`src/rtl/cstt_pkg.sv`:
```
// Shared types and constants for the clamped step toward target block.
// No dependencies.
package cstt_pkg;

  localparam int TABLE_LEN = 31;
  localparam int VW = 36;   // CORDIC x/y datapath width
  localparam int AW = 35;   // Q30 angle width

  localparam logic signed [AW-1:0] ANG_PI      = 35'sd3373259426;
  localparam logic signed [AW-1:0] ANG_HALF_PI = 35'sd1686629713;
  localparam logic signed [AW-1:0] ANG_TWO_PI  = 35'sd6746518852;
  localparam logic [29:0] INV_GAIN_Q30 = 30'd652032874;

  typedef enum logic {
    OP_MOVE = 1'b0,
    OP_SET  = 1'b1
  } op_t;

  typedef enum logic [1:0] {
    REG_SPEED_GAIN = 2'd0,
    REG_MAX_STEP   = 2'd1,
    REG_ANGLE_THR  = 2'd2
  } reg_idx_t;

  typedef enum logic [2:0] {
    B_IDLE,
    B_VEC,
    B_MAG,
    B_ROT,
    B_DONE
  } bstate_t;

  typedef struct packed {
    op_t                op;
    logic signed [31:0] dx;
    logic signed [31:0] dy;
    logic [30:0]        step;
    logic signed [31:0] set_x;
    logic signed [31:0] set_y;
  } entry_t;

  typedef struct packed {
    logic empty;
    logic full;
  } qstat_t;

  function automatic logic [29:0] atan_q30(input logic [4:0] idx);
    logic [29:0] r;
    unique case (idx)
      5'd0:  r = 30'd843314857;
      5'd1:  r = 30'd497837829;
      5'd2:  r = 30'd263043837;
      5'd3:  r = 30'd133525159;
      5'd4:  r = 30'd67021687;
      5'd5:  r = 30'd33543516;
      5'd6:  r = 30'd16775851;
      5'd7:  r = 30'd8388437;
      5'd8:  r = 30'd4194283;
      5'd9:  r = 30'd2097149;
      default: r = 30'd1 << (5'd30 - idx);
    endcase
    return r;
  endfunction

endpackage

```
`src/rtl/cstt_front.sv`:
```
// Front part: accepts items, forms the clamped step length.
// Depends on cstt_pkg.
module cstt_front
  import cstt_pkg::*;
(
  input  logic               clk,
  input  logic               rst,
  input  logic               in_valid,
  output logic               in_ready,
  input  op_t                op,
  input  logic signed [31:0] dx,
  input  logic signed [31:0] dy,
  input  logic [31:0]        distance,
  input  logic signed [31:0] set_x,
  input  logic signed [31:0] set_y,
  input  logic [23:0]        speed_gain,
  input  logic [30:0]        max_step,
  input  logic               q_full,
  output logic               push,
  output entry_t             push_data
);

  logic               hold_valid;
  op_t                h_op;
  logic signed [31:0] h_dx, h_dy, h_sx, h_sy;
  logic [55:0]        prod;
  logic [39:0]        raw_step;

  assign in_ready = !rst && (!hold_valid || !q_full);
  assign push     = hold_valid && !q_full;
  assign raw_step = prod[55:16];

  always_comb begin
    push_data.op    = h_op;
    push_data.dx    = h_dx;
    push_data.dy    = h_dy;
    push_data.set_x = h_sx;
    push_data.set_y = h_sy;
    push_data.step  = (raw_step > {9'd0, max_step}) ? max_step : raw_step[30:0];
  end

  always_ff @(posedge clk) begin
    if (rst) begin
      hold_valid <= 1'b0;
    end else if (in_ready) begin
      hold_valid <= in_valid;
    end
  end

  always_ff @(posedge clk) begin
    if (in_ready && in_valid) begin
      h_op <= op;
      h_dx <= dx;
      h_dy <= dy;
      h_sx <= set_x;
      h_sy <= set_y;
      prod <= {32'd0, speed_gain} * {24'd0, distance};
    end
  end

endmodule

```
`config.mk`:
```
export PLATFORM = sky130hd
export DESIGN_NAME = cstt_front
export DESIGN_NICKNAME = d
export VERILOG_FILES = /design/src/rtl/cstt_pkg.sv /design/src/rtl/cstt_front.sv
export SDC_FILE = /design/constraint.sdc
export NUM_CORES = 2
export LEC_CHECK = 0
export ABC_AREA = 1
export BUFFER_PORTS_ARGS = -buffer_cell sky130_fd_sc_hd__buf_2
export CELL_PAD_IN_SITES_DETAIL_PLACEMENT = 0
export CELL_PAD_IN_SITES_GLOBAL_PLACEMENT = 1
export CORE_MARGIN = 1
export CORE_UTILIZATION = 45
export CTS_BUF_LIST = sky130_fd_sc_hd__clkbuf_2
export DETAILED_ROUTE_END_ITERATION = 16
export PLACE_DENSITY = 0.79
export SETUP_SLACK_MARGIN = 0.3
export SLEW_MARGIN = 30
export SYNTH_ARGS = -nofsm -noshare
export SYNTH_HDL_FRONTEND = slang
export SYNTH_SLANG_ARGS = --single-unit
```
`constraint.sdc`:
```
create_clock -name clk -period 13.9 [get_ports clk]
set_input_delay 2.78 -clock clk [delete_from_list [all_inputs] [get_ports clk]]
set_output_delay 2.78 -clock clk [all_outputs]
set_load 0.005 [all_outputs]
```
==> flow_summary.json <==
{
  "setup_viol": 0,
  "design.die.area_um2": 73360,
  "fin_worst_skew_ps": 62.21,
  "core_area_um2": 71490,
  "vias": 25110,
  "synthCells": 3977,
  "tightest_slew_ps": 881.8,
  "required_ps": 14560,
  "crit_path_max_fanout": 32,
  "firstDrtPassIters": 5,
  "ys_warn_count": 0,
  "crit_buf_inv": 6,
  "hold_path.class": "flip-flop to flip-flop",
  "placement.io_buffers": 381,
  "tns_ps": 0,
  "period_share_pct": 61.41,
  "numCtsBuffers": 17,
  "antenna_left": 0,
  "synth_area_per_cell_um2": 8.179,
  "syn_to_final_growth_pct": 8.828,
  "arrival_ps": 9200,
  "fmax_ghz": 0.1171,
  "synth_area_um2": 32530,
  "status": "finished clean",
  "critPathMaxStageDelay_ps": 590,
  "clock-sinks": 170,
  "cp_slowest_cell": "buf_2",
  "postCtsSetupBuffers": 0,
  "clk-insertion-delay-late_ps": 840,
  "grt_pass1_wl_mm": 147.5,
  "crit_path_frequent_cell": "fa_1",
  "cts_buffer_depth": 2,
  "yosysUniqueCellTypes": 37,
  "cts-root-buf": "clkbuf_2",
  "final.fill_count": 7105,
  "wirelength_mm": 90.56,
  "cp_top_family": "adder cells",
  "maxSlewViolCount": 0,
  "drive_gt1_share_pct": 10.29,
  "ys_top_cells_by_area": "fa_1, edfxtp_1, inv_1",
  "finalNetCount": 5320,
  "yosys.area.top_type": "fa_1",
  "clkTransAtPathRegs_ps": 300,
  "htreeDepth": 4,
  "netlist.area_leader.share_pct": 40.44,
  "critPathKind": "primary input to flip-flop",
  "seq_area_frac_synth_pct": 15.66,
  "dp_hpwl_mm": 75.56,
  "cts_resized": 0,
  "antenna_found_initial": 3,
  "postCtsHoldBufs": 0,
  "wire_per_inst_um": 17.42,
  "die-height_um": 270.9,
  "grt_pass1_vias": 26700,
  "fp.dieW_um": 270.9,
  "ys_seq_elements": 170,
  "num_rows": 98,
  "path_cells": "buf_2, nand2_1, fa_1, inv_1, fa_1, inv_1, fa_1, fa_1, fa_1, inv_1, fa_1, inv_1, fa_1, inv_1, ha_1, a21oi_1, o21ai_0, a21oi_1, nand3_1, a21oi_1, xor2_1",
  "drc": 0,
  "finalCriticalPeriod_ps": 8536,
  "gp_congestion": 0.9284,
  "syn_nets": 5063,
  "slew_headroom_pct": 41.21,
  "via_per_inst": 4.830,
  "drv_cap": 0,
  "hold_viol": 0,
  "ioPinCount": 382,
  "critPathLaunchType": "primary input",
  "cts_tree": "yes",
  "dp_worst_setup_slack_ps": 4603,
  "rsz0062_at_grt": "no",
  "fin_ws_ps": 5364,
  "grt-ovfl-total": 0,
  "gr-usage-all-layers_pct": 25.75,
  "end_kind": "flip-flop",
  "start_util_pct": 45.50,
  "grt_max_degree": 75,
  "drt_iter0_drc": 1619
}
## synth_stat cells
cell type  number
inv_1        1264
nand2_1      1067
fa_1          657
ha_1          209
edfxtp_1      169
nor2_1        140
clkbuf_1      139
a21oi_1        93
nand3_1        70
o21ai_0        41
nor3_1         18
nand4_1        17
xor2_1         17
o21bai_1       11
inv_2           9
o21ai_1         8
xnor2_1         8
buf_2           6
a21o_1          5
nand2_2         5
nor4_1          3
o21a_1          3
a21boi_0        2
nand2b_1        2
nor3b_1         2
a211oi_1        1
and2_0          1
buf_4           1
dfxtp_1         1
nand3_2         1
nand3b_1        1
nor2_2          1
nor3_2          1
nor4_2          1
o211ai_1        1
o21ai_2         1
o31ai_1         1
## cell usage in the layout, fill, tap and decap left out, drive strengths merged, types with 2 or more instances in the layout
cell,instances
nor4,4
o21ai,50
diode,2
a21o,5
nor2,141
nand2b,2
nand2,1072
nand4,17
a21boi,2
nor3,19
xor2,17
nand3,71
clkbuf,17
a21oi,93
inv,1281
fa,657
buf,384
nor3b,2
xnor2,8
o21bai,11
clkinv,7
edfxtp,169
o21a,3
ha,209
## registers in the layout, indices dropped and copies added (netlist names)
| register | flops |
|---|---|
| h_op | 1 |
| h_sy | 32 |
| hold_valid | 1 |
| h_dx | 32 |
| h_sx | 32 |
| prod | 40 |
| h_dy | 32 |
## worst min-delay path, cell delays in order (launching register included)
cell and delay, ps:
dfxtp_1 390, nand2_1 50, a21oi_1 50
## worst paths after layout
path              slack [ps]                     from                      end  depth (start not counted)
setup reg to reg       10740  hold_valid$_SDFFE_PP0P_       h_dx[17]$_DFFE_PP_                          5
hold / removal           480  hold_valid$_SDFFE_PP0P_  hold_valid$_SDFFE_PP0P_                          2
hold reg to reg          480  hold_valid$_SDFFE_PP0P_  hold_valid$_SDFFE_PP0P_                          2
setup / recovery        5360            speed_gain[3]       prod[31]$_DFFE_PP_                         21
## through the flow
stage                     hold slack, ps  cells  instance area (um^2)  util, %
after global placement             453.0   5165                 35090    49.09
after CTS                          485.5   5197                 35390    49.50
after global routing               507.3   5198                 35400    49.51
after floorplan                    439.2   3977                 32530        -
after detailed placement           458.3   5165                 35090    49.09
final                              482.6   5199                 35400    49.52
## cell type report
type                            instances  area (um^2)  share of cell area (%)
Tap cell                              950         1189                   3.358
Clock buffer                           17        85.08                  0.2404
Antenna cell                            2        5.005                 0.01414
Multi-Input combinational cell       2388        22100                   62.44
Sequential cell                       170         5095                   14.39
Timing Repair Buffer                  384         1933                   5.461
Inverter                             1273         4778                   13.50
Clock inverter                         15        209.0                  0.5903
## logic make-up after synthesis
logic type               synth area share [%]
XOR/XNOR                               0.6732
flip-flops                              15.66
buffers and inverters                   16.41
AND/OR/NAND/NOR                         16.01
AO/OA/AOI/OAI                           2.766
adder cells (fa/ha/maj)                 48.48
## metal layers
metal  global-route usage (%)  vias to the layer above  part of all wire (%)
met5                        0                        -                 0.030
met4                    3.866                        4                   1.3
met3                    1.979                       78                   4.6
met2                    45.26                      676                    50
met1                    35.38                    12590                    44
li1                         -                    11760                     -
Power is not shown: default switching activity piles up to over one toggle a cycle in this logic, so the estimate is an artifact.
