## src/rtl/cstt_pkg.sv

```systemverilog
// Shared types and constants for the clamped step toward target block.
// No dependencies.
package cstt_pkg;

  localparam int TABLE_LEN = 31;
  localparam int VW = 36;   // CORDIC x/y datapath width
  localparam int AW = 35;   // Q30 angle width

  localparam logic signed [AW-1:0] ANG_PI      = 35'sd3373259426;
  localparam logic signed [AW-1:0] ANG_HALF_PI = 35'sd1686629713;
  localparam logic signed [AW-1:0] ANG_TWO_PI  = 35'sd6746518852;
  localparam logic [29:0] INV_GAIN_Q30 = 30'd652032874;

  typedef enum logic {
    OP_MOVE = 1'b0,
    OP_SET  = 1'b1
  } op_t;

  typedef enum logic [1:0] {
    REG_SPEED_GAIN = 2'd0,
    REG_MAX_STEP   = 2'd1,
    REG_ANGLE_THR  = 2'd2
  } reg_idx_t;

  typedef enum logic [2:0] {
    B_IDLE,
    B_VEC,
    B_MAG,
    B_ROT,
    B_DONE
  } bstate_t;

  typedef struct packed {
    op_t                op;
    logic signed [31:0] dx;
    logic signed [31:0] dy;
    logic [30:0]        step;
    logic signed [31:0] set_x;
    logic signed [31:0] set_y;
  } entry_t;

  typedef struct packed {
    logic empty;
    logic full;
  } qstat_t;

  function automatic logic [29:0] atan_q30(input logic [4:0] idx);
    logic [29:0] r;
    unique case (idx)
      5'd0:  r = 30'd843314857;
      5'd1:  r = 30'd497837829;
      5'd2:  r = 30'd263043837;
      5'd3:  r = 30'd133525159;
      5'd4:  r = 30'd67021687;
      5'd5:  r = 30'd33543516;
      5'd6:  r = 30'd16775851;
      5'd7:  r = 30'd8388437;
      5'd8:  r = 30'd4194283;
      5'd9:  r = 30'd2097149;
      default: r = 30'd1 << (5'd30 - idx);
    endcase
    return r;
  endfunction

endpackage

```

## src/rtl/cstt_back.sv

```systemverilog
// Back part: CORDIC vectoring and rotation sequencer, pose update, result register.
// Depends on cstt_pkg.
module cstt_back
  import cstt_pkg::*;
#(
  parameter int ITERS     = 16,
  parameter int FRAC_BITS = 16
) (
  input  logic               clk,
  input  logic               rst,
  input  entry_t             head,
  input  logic               q_empty,
  output logic               pop,
  input  logic [17:0]        angle_threshold,
  output logic               out_valid,
  input  logic               out_ready,
  output logic signed [31:0] pos_x,
  output logic signed [31:0] pos_y,
  output logic signed [18:0] heading,
  output logic               heading_changed
);

  localparam int SH = 30 - FRAC_BITS;
  localparam logic [4:0] LAST = 5'(ITERS - 1);

  bstate_t state, state_next;
  logic [4:0]            it;
  logic signed [VW-1:0]  vx, vy;
  logic signed [AW-1:0]  vz, rz;
  logic [30:0]           step;
  logic signed [31:0]    px, py;
  logic signed [18:0]    hd;

  logic signed [VW-1:0]  shx, shy;
  logic signed [AW-1:0]  at;
  logic signed [AW-1:0]  wz;
  logic [60:0]           mprod;
  logic signed [VW-1:0]  mag;
  logic signed [VW:0]    sx_sum, sy_sum;
  logic signed [AW-1:0]  hq, habs;
  logic                  out_free;

  assign shx      = vx >>> it;
  assign shy      = vy >>> it;
  assign at       = AW'(atan_q30(it));
  assign wz       = (vz > ANG_PI) ? vz - ANG_TWO_PI :
                    (vz < -ANG_PI) ? vz + ANG_TWO_PI : vz;
  assign mprod    = {30'd0, step} * {31'd0, INV_GAIN_Q30};
  assign mag      = VW'(mprod[60:30]);
  assign sx_sum   = (VW+1)'(px) + (VW+1)'(vx);
  assign sy_sum   = (VW+1)'(py) + (VW+1)'(vy);
  assign hq       = (vz + (AW'(1) <<< (SH - 1))) >>> SH;
  assign habs     = hq[AW-1] ? -hq : hq;
  assign out_free = !out_valid || out_ready;

  always_ff @(posedge clk) begin
    if (rst) state <= B_IDLE;
    else     state <= state_next;
  end

  always_comb begin
    state_next = state;
    pop        = 1'b0;
    unique case (state)
      B_IDLE: if (!q_empty && !out_valid) begin
        pop = 1'b1;
        if (head.op == OP_MOVE) begin
          if (head.dy == 0 || head.dx == 0) state_next = B_MAG;
          else                              state_next = B_VEC;
        end
      end
      B_VEC:  if (it == LAST) state_next = B_MAG;
      B_MAG:  state_next = B_ROT;
      B_ROT:  if (it == LAST) state_next = B_DONE;
      B_DONE: state_next = B_IDLE;
      default: state_next = B_IDLE;
    endcase
  end

  function automatic logic signed [31:0] sat32(input logic signed [VW:0] v);
    if (v > (VW+1)'(32'sh7FFFFFFF))       return 32'sh7FFFFFFF;
    else if (v < -(VW+1)'(33'sh080000000)) return 32'sh80000000;
    else                                  return v[31:0];
  endfunction

  // datapath
  always_ff @(posedge clk) begin
    unique case (state)
      B_IDLE: begin
        it   <= '0;
        step <= head.step;
        if (head.dy == 0) begin
          vz <= head.dx[31] ? ANG_PI : '0;
        end else if (head.dx == 0) begin
          vz <= head.dy[31] ? -ANG_HALF_PI : ANG_HALF_PI;
        end else if (head.dx[31]) begin
          if (!head.dy[31]) begin
            vx <= VW'(head.dy);  vy <= -VW'(head.dx); vz <= ANG_HALF_PI;
          end else begin
            vx <= -VW'(head.dy); vy <= VW'(head.dx);  vz <= -ANG_HALF_PI;
          end
        end else begin
          vx <= VW'(head.dx); vy <= VW'(head.dy); vz <= '0;
        end
      end
      B_VEC: begin
        it <= it + 5'd1;
        if (!vy[VW-1]) begin
          vx <= vx + shy; vy <= vy - shx; vz <= vz + at;
        end else begin
          vx <= vx - shy; vy <= vy + shx; vz <= vz - at;
        end
      end
      B_MAG: begin
        it <= '0;
        // wrap to [-pi, pi], then pre-rotate beyond +-pi/2
        vz <= wz;
        if (wz > ANG_HALF_PI) begin
          rz <= wz - ANG_HALF_PI; vx <= '0; vy <= mag;
        end else if (wz < -ANG_HALF_PI) begin
          rz <= wz + ANG_HALF_PI; vx <= '0; vy <= -mag;
        end else begin
          rz <= wz; vx <= mag; vy <= '0;
        end
      end
      B_ROT: begin
        it <= it + 5'd1;
        if (!rz[AW-1]) begin
          vx <= vx - shy; vy <= vy + shx; rz <= rz - at;
        end else begin
          vx <= vx + shy; vy <= vy - shx; rz <= rz + at;
        end
      end
      default: ;
    endcase
  end

  // pose and result register
  always_ff @(posedge clk) begin
    if (rst) begin
      px        <= '0;
      py        <= '0;
      hd        <= '0;
      out_valid <= 1'b0;
    end else begin
      if (out_valid && out_ready) out_valid <= 1'b0;
      if (state == B_IDLE && pop && head.op == OP_SET) begin
        px              <= head.set_x;
        py              <= head.set_y;
        pos_x           <= head.set_x;
        pos_y           <= head.set_y;
        heading         <= hd;
        heading_changed <= 1'b0;
        out_valid       <= 1'b1;
      end else if (state == B_DONE && out_free) begin
        px              <= sat32(sx_sum);
        py              <= sat32(sy_sum);
        pos_x           <= sat32(sx_sum);
        pos_y           <= sat32(sy_sum);
        out_valid       <= 1'b1;
        if (habs > AW'(angle_threshold)) begin
          hd              <= hq[18:0];
          heading         <= hq[18:0];
          heading_changed <= 1'b1;
        end else begin
          heading         <= hd;
          heading_changed <= 1'b0;
        end
      end
    end
  end

endmodule

```

## config.mk

```make
export PLATFORM = sky130hd
export DESIGN_NAME = cstt_back
export DESIGN_NICKNAME = d
export VERILOG_FILES = /design/src/rtl/cstt_pkg.sv /design/src/rtl/cstt_back.sv
export SDC_FILE = /design/constraint.sdc
export NUM_CORES = 2
export LEC_CHECK = 0
export BUFFER_PORTS_ARGS = -buffer_cell sky130_fd_sc_hd__buf_2
export CORE_MARGIN = 2
export CORE_UTILIZATION = 65
export DETAILED_ROUTE_END_ITERATION = 16
export PLACE_DENSITY = 0.84
export RECOVER_POWER = 25
export SLEW_MARGIN = 15
export SYNTH_ARGS = -nofsm -noshare
export SYNTH_HDL_FRONTEND = slang
export SYNTH_SLANG_ARGS = --single-unit
```

## constraint.sdc

```tcl
create_clock -name clk -period 11.6 [get_ports clk]
set_input_delay 1.74 -clock clk [delete_from_list [all_inputs] [get_ports clk]]
set_output_delay 1.74 -clock clk [all_outputs]
set_load 0.005 [all_outputs]
```

==> metrics <==
Synth top cells by count=inv_1 (843), ha_1 (668), nor2_1 (637), a21oi_1 (595), nand2_1 (574); Fillers=7244; Area growth syn-to-layout=6.26%; Horiz. Die Dim=304 µm; min-delay worst type=flip-flop to flip-flop; Total Wirelength=214000 µm; Iteration-0 DRC Markers=8019; Fin. Hold Viols=0; failing checks=capacitance limit, slew limit; Syn Inst Count=7055; most frequent CP cell=fa_1; Bufs and invs on worst path=4; Critical Path End Type=flip-flop; post-synth cell types=107; yosys warns=0; vias in the first global route=54200; Tmin final=10870 ps; post_cts resized=0; Final setup viols=0; top cell type's share of synthesized area=15.4%; Mean Syn Cell Area=8.30 µm²; post-synthesis sequential area ratio=16.4%; RSZ-0062 raised after global routing=no; setup TNS=0 ps; CTS tree=yes; Seq cells post-synth=349; share of cells above drive strength 1=7.62%; RD Place Congestion=1.13; Max-slew headroom=-114%; CP required=11980 ps; CP peak stage delay=710 ps; Netlist Area Pre-Place=58500 µm²; Site Rows=110; leading area contributor after synthesis=fa_1; Clock H-tree levels=2; fin nets=8415; Die Y=304 µm; crit-path max FO=8; CP Data Arrival Time=11250 ps; clk root buf=clkbuf_16; ys async rst share=0%; status=finished with violations; vias after detailed routing=56900; remaining antenna violation count after routing=0; cts hold-fix bufs=0; Startpoint Class=flip-flop; family with the most delay on the worst path=adder cells; hpwl dp=172000 µm; number of detailed-route iterations in the first pass=8; # clock sinks=349; ys flop type=edfxtp_1; grt ovf=0; Synth area leaders=fa_1 (15%), ha_1 (14%), edfxtp_1 (13%); CTS buffer count=44; Max Cap Viol=6; Slew Viols, Final=267; largest net degree at the start of global routing=105; clk buf depth=3; Slew @ Worst Pin=3210 ps; Routed wire per std cell=25.6 µm; core area=89600 µm²; count leader, synth=inv_1; clock slew at reported path FFs=70 ps; Die Area=92500 µm²; # Post-CTS Setup Buffers=0; Port-buffer cells=267; Tcrit/Tclk final=93.7%; Starting Density=65.3%; critical path type=flip-flop to flip-flop; antenna violations before repair=35; first-pass GRT wire length=321000 µm; # IOs=268; EDFF count, synth=262; Residual DRC=0; fmax=92.0 MHz; clock skew=51.4 ps; syn_nets=8354; Crit-path slowest cell=or4b_2; Vias/cell=6.81; clock latency on the worst-skew pair=690 ps; All-Layer GR Usage=44.9%
## per-stage QoR
step / setup WS (ps) / std cells / area [µm²] / hold slack, ps / util, %
after floorplan: 2080 / 7055 / 58500 / 436 / -
after global routing: 368 / 8339 / 62200 / 472 / 69.4
after detailed placement: 865 / 8244 / 60700 / 450 / 67.8
after CTS: 816 / 8325 / 62200 / 459 / 69.4
after global placement: 1120 / 8244 / 60700 / 441 / 67.8
final: 731 / 8351 / 62200 / 458 / 69.4
## state kept, by name, summed over array words and instances, names as in the netlist
name,cells
state,3
vz,35
vx,36
hd,19
px,32
it,5
heading_changed,1
vy,36
step,31
py,32
out_valid,1
heading,19
rz,35
pos_y,32
pos_x,32
## layout by cell type (no fill, tap or decap), types with 149 or more instances in the layout
master and count:
a21oi_1 591, buf_2 250, edfxtp_1 262, fa_1 449, ha_1 668, inv_1 841, nand2_1 572, nor2_1 633
o21ai_0 307, xnor2_1 222, xor2_1 149
## cell type report
type	instances	area [µm²]	area share (%)
diodes	24	60.1	0.0966
clock buffers	59	1240	1.99
multi-input cells	5539	44600	71.7
repair buffers	337	1820	2.93
well taps	1176	1470	2.37
inverters	845	3170	5.10
flip-flops and latches	349	9610	15.5
clock inverters	22	199	0.320
## worst reg2reg max path: stages, from the launching register on
cell and delay [ps]:
edfxtp_1 680, inv_1 300, fa_1 570, fa_1 530
inv_1 60, fa_1 520, fa_1 440, fa_1 520
fa_1 520, fa_1 550, inv_1 50, fa_1 500
inv_1 50, ha_1 440, nand4_1 160, or4_1 550
or4_1 420, o32ai_1 460, nor2_1 140, o31ai_1 330
xnor2_1 270, or3b_2 510, or4b_2 710, nor4_1 440
or3b_2 510, o21ai_1 210, nand4_1 160
## kinds of logic after synthesis
logic type | count (synthesis) | synth area share [%]
adder cells (fa/ha/maj) | 1117 | 29.6
buffers and inverters | 1167 | 7.56
AO/OA/AOI/OAI | 1985 | 22.4
multiplexers | 137 | 3.05
flip-flops | 349 | 16.4
AND/OR/NAND/NOR | 1927 | 15.4
XOR/XNOR | 373 | 5.61
## layer usage
metal	vias up	wire length (µm)	global-route usage (%)
li1	25100	-	-
met1	26900	81500	59.2
met2	4037	90400	66.8
met3	765	30900	15.3
met4	26	11100	19.8
met5	-	174	0.103
## path summary, 6_finish.rpt
kind                        from                  end  slack (ps)  cells past startpoint
min          py[13]$_SDFFE_PP0N_  py[13]$_SDFFE_PP0N_         460                      2
max reg2reg   step[11]$_DFFE_PP_     vy[34]$_DFFE_PP_         730                     26
min reg2reg  py[13]$_SDFFE_PP0N_  py[13]$_SDFFE_PP0N_         460                      2
max           step[11]$_DFFE_PP_     vy[34]$_DFFE_PP_         730                     26
Power is left out: the tool's default activity adds up to more than one toggle a clock period on the data nets, which glitch-free logic cannot reach.
