`config.mk`:
```
export PLATFORM = sky130hd
export DESIGN_NAME = cstt_queue
export DESIGN_NICKNAME = d
export VERILOG_FILES = /design/src/rtl/cstt_pkg.sv /design/src/rtl/cstt_queue.sv
export SDC_FILE = /design/constraint.sdc
export NUM_CORES = 1
export LEC_CHECK = 0
export BUFFER_PORTS_ARGS = -buffer_cell sky130_fd_sc_hd__buf_2
export CAP_MARGIN = 20
export CELL_PAD_IN_SITES_DETAIL_PLACEMENT = 1
export CELL_PAD_IN_SITES_GLOBAL_PLACEMENT = 2
export CORE_MARGIN = 2
export CORE_UTILIZATION = 36
export CTS_CLUSTER_SIZE = 10
export DETAILED_ROUTE_END_ITERATION = 16
export GPL_TIMING_DRIVEN = 0
export PLACE_DENSITY = 0.77
export RECOVER_POWER = 50
export SLEW_MARGIN = 20
export SYNTH_ARGS = -nofsm -noshare
export SYNTH_HDL_FRONTEND = slang
export SYNTH_SLANG_ARGS = --single-unit
```
`constraint.sdc`:
```
create_clock -name clk -period 12.25 [get_ports clk]
set_clock_uncertainty 0.2 [all_clocks]
set_input_delay 3.675 -clock clk [delete_from_list [all_inputs] [get_ports clk]]
set_output_delay 3.675 -clock clk [all_outputs]
set_load 0.1 [all_outputs]
```
`src/rtl/cstt_pkg.sv`:
```
// Shared types and constants for the clamped step toward target block.
// No dependencies.
package cstt_pkg;

  localparam int TABLE_LEN = 31;
  localparam int VW = 36;   // CORDIC x/y datapath width
  localparam int AW = 35;   // Q30 angle width

  localparam logic signed [AW-1:0] ANG_PI      = 35'sd3373259426;
  localparam logic signed [AW-1:0] ANG_HALF_PI = 35'sd1686629713;
  localparam logic signed [AW-1:0] ANG_TWO_PI  = 35'sd6746518852;
  localparam logic [29:0] INV_GAIN_Q30 = 30'd652032874;

  typedef enum logic {
    OP_MOVE = 1'b0,
    OP_SET  = 1'b1
  } op_t;

  typedef enum logic [1:0] {
    REG_SPEED_GAIN = 2'd0,
    REG_MAX_STEP   = 2'd1,
    REG_ANGLE_THR  = 2'd2
  } reg_idx_t;

  typedef enum logic [2:0] {
    B_IDLE,
    B_VEC,
    B_MAG,
    B_ROT,
    B_DONE
  } bstate_t;

  typedef struct packed {
    op_t                op;
    logic signed [31:0] dx;
    logic signed [31:0] dy;
    logic [30:0]        step;
    logic signed [31:0] set_x;
    logic signed [31:0] set_y;
  } entry_t;

  typedef struct packed {
    logic empty;
    logic full;
  } qstat_t;

  function automatic logic [29:0] atan_q30(input logic [4:0] idx);
    logic [29:0] r;
    unique case (idx)
      5'd0:  r = 30'd843314857;
      5'd1:  r = 30'd497837829;
      5'd2:  r = 30'd263043837;
      5'd3:  r = 30'd133525159;
      5'd4:  r = 30'd67021687;
      5'd5:  r = 30'd33543516;
      5'd6:  r = 30'd16775851;
      5'd7:  r = 30'd8388437;
      5'd8:  r = 30'd4194283;
      5'd9:  r = 30'd2097149;
      default: r = 30'd1 << (5'd30 - idx);
    endcase
    return r;
  endfunction

endpackage

```
`src/rtl/cstt_queue.sv`:
```
// Two-entry queue between the front and back parts.
// Depends on cstt_pkg.
module cstt_queue
  import cstt_pkg::*;
(
  input  logic   clk,
  input  logic   rst,
  input  logic   push,
  input  entry_t push_data,
  input  logic   pop,
  output entry_t head,
  output qstat_t stat
);

  entry_t     mem [2];
  logic       wptr;
  logic       rptr;
  logic [1:0] count;

  assign head       = mem[rptr];
  assign stat.empty = (count == 2'd0);
  assign stat.full  = (count == 2'd2);

  always_ff @(posedge clk) begin
    if (push) mem[wptr] <= push_data;
  end

  always_ff @(posedge clk) begin
    if (rst) begin
      wptr  <= 1'b0;
      rptr  <= 1'b0;
      count <= 2'd0;
    end else begin
      if (push) wptr <= ~wptr;
      if (pop)  rptr <= ~rptr;
      count <= count + 2'(push) - 2'(pop);
    end
  end

endmodule

```
==> impl_metrics.py, run 1 <==
metrics = {
    "critical_path": {
        "critPathMostFrequentCell": "clkbuf_1",
        "critPathCaptureType": "flip-flop",
        "critPathMaxFanout": 49,
        "path_cells": "clkbuf_1, and2_0, clkbuf_1",
        "cp.depth": 3,
        "critPathLaunchType": "primary input",
        "worstSetupEndpoint": "mem[1][66]",
        "crit_arrival_ns": 7.46,
        "critPathLaunch": "push",
        "reg2regPathDepth": 2,
        "crit_required_ns": 12.10,
        "r2r_slack_ns": 7.64,
        "r2r_start": "wptr",
        "timing.critical_path.max_delay_family": "buffers and inverters",
        "timing.rr.end": "mem[1][66]",
        "slowest_stage": "clkbuf_1",
        "max_stage_delay_ns": 2.10,
        "crit_buf_inv": 2,
        "path_class": "in -> reg",
    },
    "synthesis": {
        "ys_seq_area_share_pct": 79.8,
        "synth_warnings": 0,
        "yosysUniqueCellTypes": 13,
        "ys_top_cells_by_area": "edfxtp_1, mux2_4, mux2_2",
        "postSynthAreaPerCell_um2": 23.4,
        "synthCells": 519,
        "netlist_area_mm2": 0.0122,
        "yosys.area.top_type": "edfxtp_1",
        "synth_most_common_cell": "edfxtp_1",
        "synth_edf_count": 320,
        "yosysTopAreaCellShare_pct": 79.0,
        "synth_seq_cells": 325,
        "synth_nets": 685,
        "yosys-top-cells-count": "edfxtp_1, mux2_4, mux2_2, buf_6, buf_2",
        "synth_async_sr_flop_share_pct": 0,
        "synth-main-ff-cell": "edfxtp_1",
    },
    "power_and_ir_drop": {
        "p_clk_share_pct": 32.8,
        "leakage_nw": 5.81,
        "power_density_mw_per_mm2": 196,
        "vdd_ir_drop_max_mv": 0.118,
        "power.internal_mw": 2.05,
        "switching_share_pct": 32.4,
        "finalPower_mw": 3.04,
        "combPwrFrac_pct": 23.9,
        "switchingPower_mw": 0.984,
        "power_frac_seq_pct": 43.4,
    },
    "clock_network": {
        "tritoncts": "built",
        "htreeDepth": 2,
        "postCtsSetupBuffers": 0,
        "numCtsBuffers": 38,
        "clock-root-buffer": "clkbuf_16",
        "cts_sinks": 325,
        "cts_buffer_depth": 3,
        "clk_latency_ns": 0.51,
        "cts-hold-fix-buffers": 0,
        "path_clk_slew_ns": 0.05,
        "cts_resized": 0,
    },
    "worst_hold_path": {
        "worstHoldPathType": "reg -> reg",
    },
    "place": {
        "dp_hpwl_um": 18200,
        "gp_congestion": 0.722,
        "place_area_mm2": 0.0146,
        "port-buffer-count": 325,
    },
    "sta": {
        "max_slew_margin_pct": -90.9,
        "finalSetupViolations": 0,
        "timing.fmax_mhz": 132,
        "min_period_ns": 7.60,
        "hold_ws_ns": 0.320,
        "worstMarginPinSlew_ns": 2.86,
        "fin_tns_setup_ns": 0,
        "hold_viol_final": 0,
        "rsz0062_at_grt": "false",
        "drv_slew": 75,
        "finalCritPeriodShare_pct": 62.1,
    },
    "die": {
        "rows": 67,
        "fp.coreArea_mm2": 0.0334,
        "start_util_pct": 36.4,
        "io_pins": 326,
        "die_area_mm2": 0.0353,
        "die_w_um": 188,
        "dieHeight_um": 188,
    },
    "route": {
        "ant_nets": 0,
        "via_count": 6156,
        "dr.first_iter.drc_count": 236,
        "first_pass_iters": 4,
        "drc": 0,
        "routedWlPerCell_um": 19.2,
        "wirelength_um": 26100,
        "avgViaCountPerCell": 4.52,
    },
    "grt": {
        "track_usage_pct": 14.6,
        "grtUsageMet3_pct": 5.75,
        "grt_first_pass_wirelength_um": 39300,
        "grt_pass1_vias": 6810,
        "antenna_found_initial": 7,
        "grt.busiest_layer": "met2",
        "grt_util_met1_pct": 16.3,
        "use_met2_pct": 24.7,
        "grt_start_max_net_pins": 50,
        "grt_remaining_overflow": 0,
    },
    "run": {
        "max-cap-violations": 2,
    },
    "final_layout": {
        "fin_nets": 1061,
        "n_fill_cell": 3243,
        "drive_gt1_share_pct": 50.8,
        "area_delta_synth_final_pct": 27.5,
        "fin_area_mm2": 0.0155,
        "finalCoreUtilization_pct": 46.4,
    },
    "status": {
        "violations": "capacitance limit, slew limit",
        "run_status": "finished with violations",
    },
}
-- metal layers --
layer	up-vias	part of all wire (%)
li1	2815	-
met1	3024	38
met2	246	49
met3	65	8.7
met4	6	3.9
met5	-	0.18
-- worst min path at each step --
stage | from | end | slack [ns] | cells after the start
6_report | rptr | rptr | 0.32 | 2
2_1_floorplan | rptr | flip-flop | 0.28 | 2
3_5_place_dp | rptr | rptr | 0.31 | 2
4_1_cts | rptr | rptr | 0.32 | 2
5_1_grt | rptr | rptr | 0.39 | 2
3_3_place_gp | rptr | rptr | 0.30 | 2
-- through the flow --
stage               worst slack (ns)  instances
CTS                             6.26       1356
finish                          4.65       1361
global route                    4.26       1360
global placement               -4.10       1292
floorplan                      0.759        519
detailed placement              6.67       1303
-- power by group through the flow --
stage	combinational [mW]	clock, mW	sequential, mW
2_1_floorplan	0.604	0	1.35
3_3_place_gp	0.720	0	1.36
3_5_place_dp	0.743	0	1.34
4_1_cts	0.744	1.03	1.32
5_1_grt	0.750	1.06	1.32
6_report	0.726	0.995	1.32
-- state kept, by name (all words and copies together), names as in the netlist, named ones only --
signal,count
count,2
wptr,1
mem,320
rptr,1
-- cell usage in the layout, fill, tap and decap left out --
| master | netlist | final |
|---|---|---|
| buf_1 | 0 | 2 |
| buf_2 | 6 | 241 |
| buf_12 | 0 | 3 |
| xnor3_1 | 1 | 1 |
| xnor2_1 | 2 | 2 |
| buf_16 | 0 | 4 |
| buf_6 | 12 | 12 |
| mux2_2 | 60 | 60 |
| nor2b_1 | 3 | 3 |
| mux2_4 | 100 | 100 |
| clkbuf_16 | 0 | 41 |
| clkbuf_1 | 0 | 104 |
| nor2_1 | 5 | 5 |
| diode_2 | 0 | 5 |
| and2_0 | 0 | 1 |
| inv_1 | 2 | 2 |
| ha_1 | 2 | 2 |
| edfxtp_1 | 320 | 320 |
| dfxtp_1 | 5 | 5 |
-- worst reg2reg max path: cells and delay by family (launching register included) --
kind | cells | cell delay [ns]
buffers and inverters | 1 | 2.11
AND/OR/NAND/NOR | 1 | 1.42
flip-flops | 1 | 0.36
-- layout make-up --
| type | count | area, µm² | area share (%) |
|---|---|---|---|
| Antenna cell | 5 | 12.5 | 0.0807 |
| Timing Repair Buffer | 336 | 1700 | 11.0 |
| Multi-Input combinational cell | 174 | 2290 | 14.7 |
| Sequential cell | 325 | 9710 | 62.6 |
| Buffer | 18 | 165 | 1.06 |
| Inverter | 2 | 7.51 | 0.0484 |
| Tap cell | 448 | 561 | 3.61 |
| Clock buffer | 53 | 1070 | 6.90 |
-- kinds of logic (layout without fill, tap and decap cells) --
group,count (synthesis),count (layout),synth area share [%]
DFF,325,325,79.8
muxes,160,160,17.9
buffers and inverters,20,409,1.42
and+or+nand+nor,9,9,0.360
xor gates and xnor gates,3,3,0.329
adders and majority gates,2,2,0.206
other,0,5,0
No activity file was read; power rests on OpenSTA's default activity.
==> inputs of run 2 (changes only) <==
==> constraint.sdc (replaced) <==
create_clock -name clk -period 7.1 [get_ports clk]
set_clock_uncertainty 0.2 [all_clocks]
set_input_delay 2.13 -clock clk [delete_from_list [all_inputs] [get_ports clk]]
set_output_delay 2.13 -clock clk [all_outputs]
set_load 0.1 [all_outputs]
==> run 2 against run 1 <==
The flow still finishes with violations (capacitance limit, slew limit); critical path depth is 1 higher; final cell count is 0.22% higher; non-clock buffer count did not move; clock power is 75% higher; power is 73% higher; die area stayed put; hold slack improved by 0.0029 ns; global-route usage barely moved; largest cell class unchanged.
==> impl_metrics.py, run 2 (synthesized netlist as in run 1, its figures left out) <==
metrics = {
    "status": {
        "run_status": "finished with violations",
        "violations": "capacitance limit, slew limit",
    },
    "final_layout": {
        "area_delta_synth_final_pct": 27.9,
        "mostFrequentLayoutCells": "edfxtp_1, buf_2, mux2_4",
        "drive_gt1_share_pct": 52.0,
        "finalCoreUtilization_pct": 46.5,
        "largest_registers": "mem x320, count x2",
        "largest_register": "mem",
        "layoutNonFillerInstCount": 1364,
        "largest_reg_flops": 320,
        "fin_nets": 1062,
        "final_common_cell": "edfxtp_1",
    },
    "sta": {
        "worstMarginPinSlew_ns": 2.03,
        "timing.fmax_mhz": 188,
        "hold_ws_ns": 0.322,
        "rsz0062_at_grt": "false",
        "drv_slew": 102,
        "min_period_ns": 5.33,
        "max_slew_margin_pct": -35.1,
        "finalSetupViolations": 0,
        "finalCritPeriodShare_pct": 75.1,
        "hold_viol_final": 0,
    },
    "power_and_ir_drop": {
        "power.internal_mw": 3.56,
        "switching_share_pct": 32.4,
        "combPwrFrac_pct": 23.8,
        "leakage_nw": 5.86,
        "p_clk_share_pct": 33.0,
        "switchingPower_mw": 1.71,
        "power_frac_seq_pct": 43.2,
        "vdd_ir_drop_max_mv": 0.248,
        "power_density_mw_per_mm2": 338,
    },
    "grt": {
        "grt_pass1_vias": 6852,
        "grt_start_max_net_pins": 52,
        "grt_first_pass_wirelength_um": 39200,
        "grt_remaining_overflow": 0,
        "antenna_found_initial": 6,
        "track_usage_pct": 14.5,
    },
    "clock_network": {
        "clock-root-buffer": "clkbuf_16",
        "clk_latency_ns": 0.51,
        "numCtsBuffers": 39,
        "cts_buffer_depth": 3,
        "postCtsSetupBuffers": 0,
        "htreeDepth": 2,
        "cts-hold-fix-buffers": 0,
        "tritoncts": "built",
        "cts_sinks": 325,
        "path_clk_slew_ns": 0.06,
        "cts_resized": 0,
    },
    "route": {
        "avgViaCountPerCell": 4.52,
        "routedWlPerCell_um": 19.0,
        "ant_nets": 0,
        "dr.first_iter.drc_count": 210,
        "drc": 0,
        "first_pass_iters": 4,
        "wirelength_um": 25900,
        "via_count": 6169,
    },
    "die": {
        "dieHeight_um": 188,
        "die_w_um": 188,
        "io_pins": 326,
        "rows": 67,
        "start_util_pct": 36.4,
        "die_area_mm2": 0.0353,
        "fp.coreArea_mm2": 0.0334,
    },
    "critical_path": {
        "path_cells": "clkbuf_1, and2_0, clkbuf_1, buf_12",
        "critPathMostFrequentCell": "clkbuf_1",
        "max_stage_delay_ns": 1.43,
        "r2r_slack_ns": 3.23,
        "crit_arrival_ns": 5.33,
        "reg2regPathDepth": 3,
        "critPathCaptureType": "flip-flop",
        "critPathMaxFanout": 30,
        "slowest_stage": "clkbuf_1",
        "timing.rr.end": "mem[1][108]",
        "r2r_start": "wptr",
        "critPathLaunchType": "primary input",
        "crit_required_ns": 7.09,
        "path_class": "in -> reg",
    },
    "worst_hold_path": {
        "holdPathEnd": "rptr",
        "whs_path_depth": 2,
        "worstHoldPathType": "reg -> reg",
        "hp-start": "rptr",
    },
    "place": {
        "port-buffer-count": 325,
        "gp_congestion": 0.708,
        "dp_cells": 1303,
        "dp_hpwl_um": 18300,
    },
    "run": {
        "max-cap-violations": 4,
    },
}
## run 2: cell types whose count changed in the layout (fill, tap and decap cells not counted), sizes merged
cell / before / now
diode: 5 / 3
clkinv: 0 / 3
buf: 262 / 274
clkbuf: 145 / 135
## run 2: metrics by stage
stage / setup WS [ns] / setup TNS [ns] / total power [mW] / cell area (µm²)
floorplan: 0.162 / 0 / 3.36 / 12200
global placement: -2.55 / -694.91 / 3.57 / 14400
detailed placement: 2.88 / 0 / 3.59 / 14600
CTS: 2.66 / 0 / 5.35 / 15700
global route: 1.46 / 0 / 5.43 / 15600
finish: 1.77 / 0 / 5.26 / 15600
## run 2: worst max-delay path by stage
stage	start	to	depth (start not counted)
floorplan	push	mem[0][0]	1
global placement	push	mem[0][114]	2
detailed placement	push	mem[0][114]	6
CTS	flip-flop	head[70]	5
global route	push	mem[1][109]	4
finish	push	mem[1][108]	4
## run 2: routing by layer
layer | vias to the layer above | GRT usage, % | wire length, µm
li1 | 2814 | - | -
met1 | 3044 | 16.1 | 9640
met2 | 246 | 25.2 | 13100
met3 | 59 | 5.71 | 2300
met4 | 6 | 5.54 | 817
met5 | - | 0 | 41
## run 2: worst max-delay path: cells and delay by family
family                 cells  cell delay, ns
buffers and inverters      3            1.91
AND/OR/NAND/NOR            1            1.23
## run 2: cell type report
cell class	instances	area [µm²]
tap	448	561
multi-input combinational	174	2290
buffer	18	165
clock inverter	3	13.8
sequential	325	9710
clock buffer	55	1080
fill	3239	17900
timing repair buffer	336	1740
antenna	3	7.51
inverter	2	7.51
## run 2: power groups by stage
stage | combinational [mW] | sequential (mW) | clock [mW]
6_report | 1.25 | 2.27 | 1.74
5_1_grt | 1.30 | 2.28 | 1.85
4_1_cts | 1.28 | 2.27 | 1.80
3_5_place_dp | 1.28 | 2.31 | 0
3_3_place_gp | 1.24 | 2.33 | 0
2_1_floorplan | 1.04 | 2.32 | 0
==> inputs of run 3 (changes only) <==
==> constraint.sdc (replaced) <==
create_clock -name clk -period 5.5 [get_ports clk]
set_clock_uncertainty 0.2 [all_clocks]
set_input_delay 1.65 -clock clk [delete_from_list [all_inputs] [get_ports clk]]
set_output_delay 1.65 -clock clk [all_outputs]
set_load 0.1 [all_outputs]
==> run 3 against run 2 <==
The run now ends clean; clock-buffer cell count fell by 11; global-route usage grew 0.051 points; non-clock buffer count is the same; setup slack worse by 0.57 ns; final area is 0.48% lower; final cell count decreased by 0.73%; via count fell by 0.63%; sequential cell count stayed put; sequential power up 29%; critical path type unchanged.
==> impl_metrics.py, run 3 (synthesized netlist as in run 1, its figures left out) <==
metrics = {
    "status": {
        "run_status": "completed",
    },
    "critical_path": {
        "crit_arrival_ns": 4.32,
        "r2r_slack_ns": 2.22,
        "critPathLaunchType": "primary input",
        "crit_required_ns": 5.51,
        "reg2regPathDepth": 4,
        "critPathLaunch": "push",
        "timing.rr.end": "mem[0][135]",
        "r2r_start": "wptr",
        "critPathCaptureType": "flip-flop",
        "path_class": "in -> reg",
        "critPathMaxFanout": 24,
    },
    "route": {
        "first_pass_iters": 4,
        "ant_nets": 0,
        "dr.first_iter.drc_count": 243,
        "avgViaCountPerCell": 4.53,
        "routedWlPerCell_um": 19.0,
        "drc": 0,
        "via_count": 6130,
        "wirelength_um": 25700,
    },
    "clock_network": {
        "tritoncts": "built",
        "clock-root-buffer": "clkbuf_16",
        "cts_resized": 0,
        "cts_buffer_depth": 3,
        "cts-hold-fix-buffers": 0,
        "numCtsBuffers": 39,
        "cts_sinks": 325,
        "postCtsSetupBuffers": 0,
        "clk_latency_ns": 0.51,
        "path_clk_slew_ns": 0.05,
        "htreeDepth": 2,
    },
    "grt": {
        "grt_pass1_vias": 6816,
        "grt_first_pass_wirelength_um": 39300,
        "track_usage_pct": 14.6,
        "grt_remaining_overflow": 0,
        "antenna_found_initial": 3,
        "grt_start_max_net_pins": 48,
    },
    "power_and_ir_drop": {
        "leakage_nw": 5.84,
        "p_clk_share_pct": 32.6,
        "power.internal_mw": 4.55,
        "finalPower_mw": 6.74,
        "power_frac_seq_pct": 43.5,
        "switchingPower_mw": 2.18,
        "combPwrFrac_pct": 23.8,
        "vdd_ir_drop_max_mv": 0.320,
        "switching_share_pct": 32.4,
        "power_density_mw_per_mm2": 435,
    },
    "final_layout": {
        "largest_registers": "mem x320, count x2",
        "finalCoreUtilization_pct": 46.3,
        "drive_gt1_share_pct": 52.9,
        "final_common_cell": "edfxtp_1",
        "mostFrequentLayoutCells": "edfxtp_1, buf_2, mux2_4",
        "area_delta_synth_final_pct": 27.3,
        "fin_nets": 1062,
        "largest_reg_flops": 320,
        "largest_register": "mem",
        "n_fill_cell": 3257,
    },
    "die": {
        "dieHeight_um": 188,
        "start_util_pct": 36.4,
        "die_area_mm2": 0.0353,
        "io_pins": 326,
        "die_w_um": 188,
        "fp.coreArea_mm2": 0.0334,
        "rows": 67,
    },
    "sta": {
        "hold_viol_final": 0,
        "min_period_ns": 4.31,
        "finalSetupViolations": 0,
        "max_slew_margin_pct": 6.10,
        "drv_slew": 0,
        "finalCritPeriodShare_pct": 78.3,
        "worstMarginPinSlew_ns": 1.41,
        "rsz0062_at_grt": "false",
        "timing.fmax_mhz": 232,
        "fin_tns_setup_ns": 0,
        "setup_ws_ns": 1.19,
    },
    "worst_hold_path": {
        "whs_path_depth": 2,
        "holdPathEnd": "rptr",
        "worstHoldPathType": "reg -> reg",
        "hp-start": "rptr",
    },
    "place": {
        "dp_hpwl_um": 18200,
        "place_ws_ns": 1.94,
        "port-buffer-count": 325,
        "gp_congestion": 0.714,
    },
    "run": {
        "max-cap-violations": 0,
    },
}
run 3: cell types whose count changed in the layout (fill, tap and decap cells not counted), moves of 2 or more:
cell,before,now
clkbuf_1,94,83
buf_1,2,0
buf_2,251,256
buf_12,6,3
run 3: area by class of cell:
class	count	area, µm²	share of cell area, %
clock inverter	4	20.0	0.129
inverter	2	7.51	0.0485
antenna	3	7.51	0.0485
tap	448	561	3.62
buffer	18	165	1.07
multi-input combinational	174	2290	14.8
sequential	325	9710	62.7
timing repair buffer	336	1690	10.9
clock buffer	44	1040	6.70
run 3: worst max-delay path by stage:
| stage | to | slack, ns | cells past startpoint |
|---|---|---|---|
| finish | mem[0][135] | 1.19 | 5 |
| global route | mem[0][135] | 0.90 | 5 |
| CTS | head[91] | 1.53 | 5 |
| detailed placement | mem[1][135] | 1.94 | 4 |
| global placement | mem[0][66] | -0.92 | 2 |
| floorplan | mem[0][0] | 0.82 | 1 |
run 3: per-stage QoR:
stage | area [µm²] | hold WS [ns] | instances
after CTS | 15700 | 0.326 | 1351
after floorplan | 12200 | 0.280 | 519
after global routing | 15500 | 0.360 | 1353
after global placement | 14400 | 0.300 | 1292
final | 15500 | 0.320 | 1354
after detailed placement | 14600 | 0.308 | 1303
run 3: metal layers:
| metal | vias to the layer above | part of all wire [%] | track usage, % |
|---|---|---|---|
| li1 | 2812 | - | - |
| met4 | 0 | 2.9 | 5.24 |
| met2 | 229 | 52 | 25.5 |
| met3 | 50 | 8.1 | 5.32 |
| met5 | - | 0 | 0 |
| met1 | 3039 | 37 | 16.3 |
run 3: worst max-delay path: stages:
cell and delay [ns]:
clkbuf_1 0.17, nor2b_1 0.22, clkbuf_1 0.92, clkbuf_1 1.05
buf_12 0.28
run 3: power groups by stage:
stage                     combinational, mW  sequential, mW  clock (mW)
after CTS                              1.65            2.93        2.28
after detailed placement               1.65            2.98           0
after global routing                   1.66            2.95        2.36
after floorplan                        1.34            2.98           0
final                                  1.61            2.93        2.20
after global placement                 1.60            2.99           0
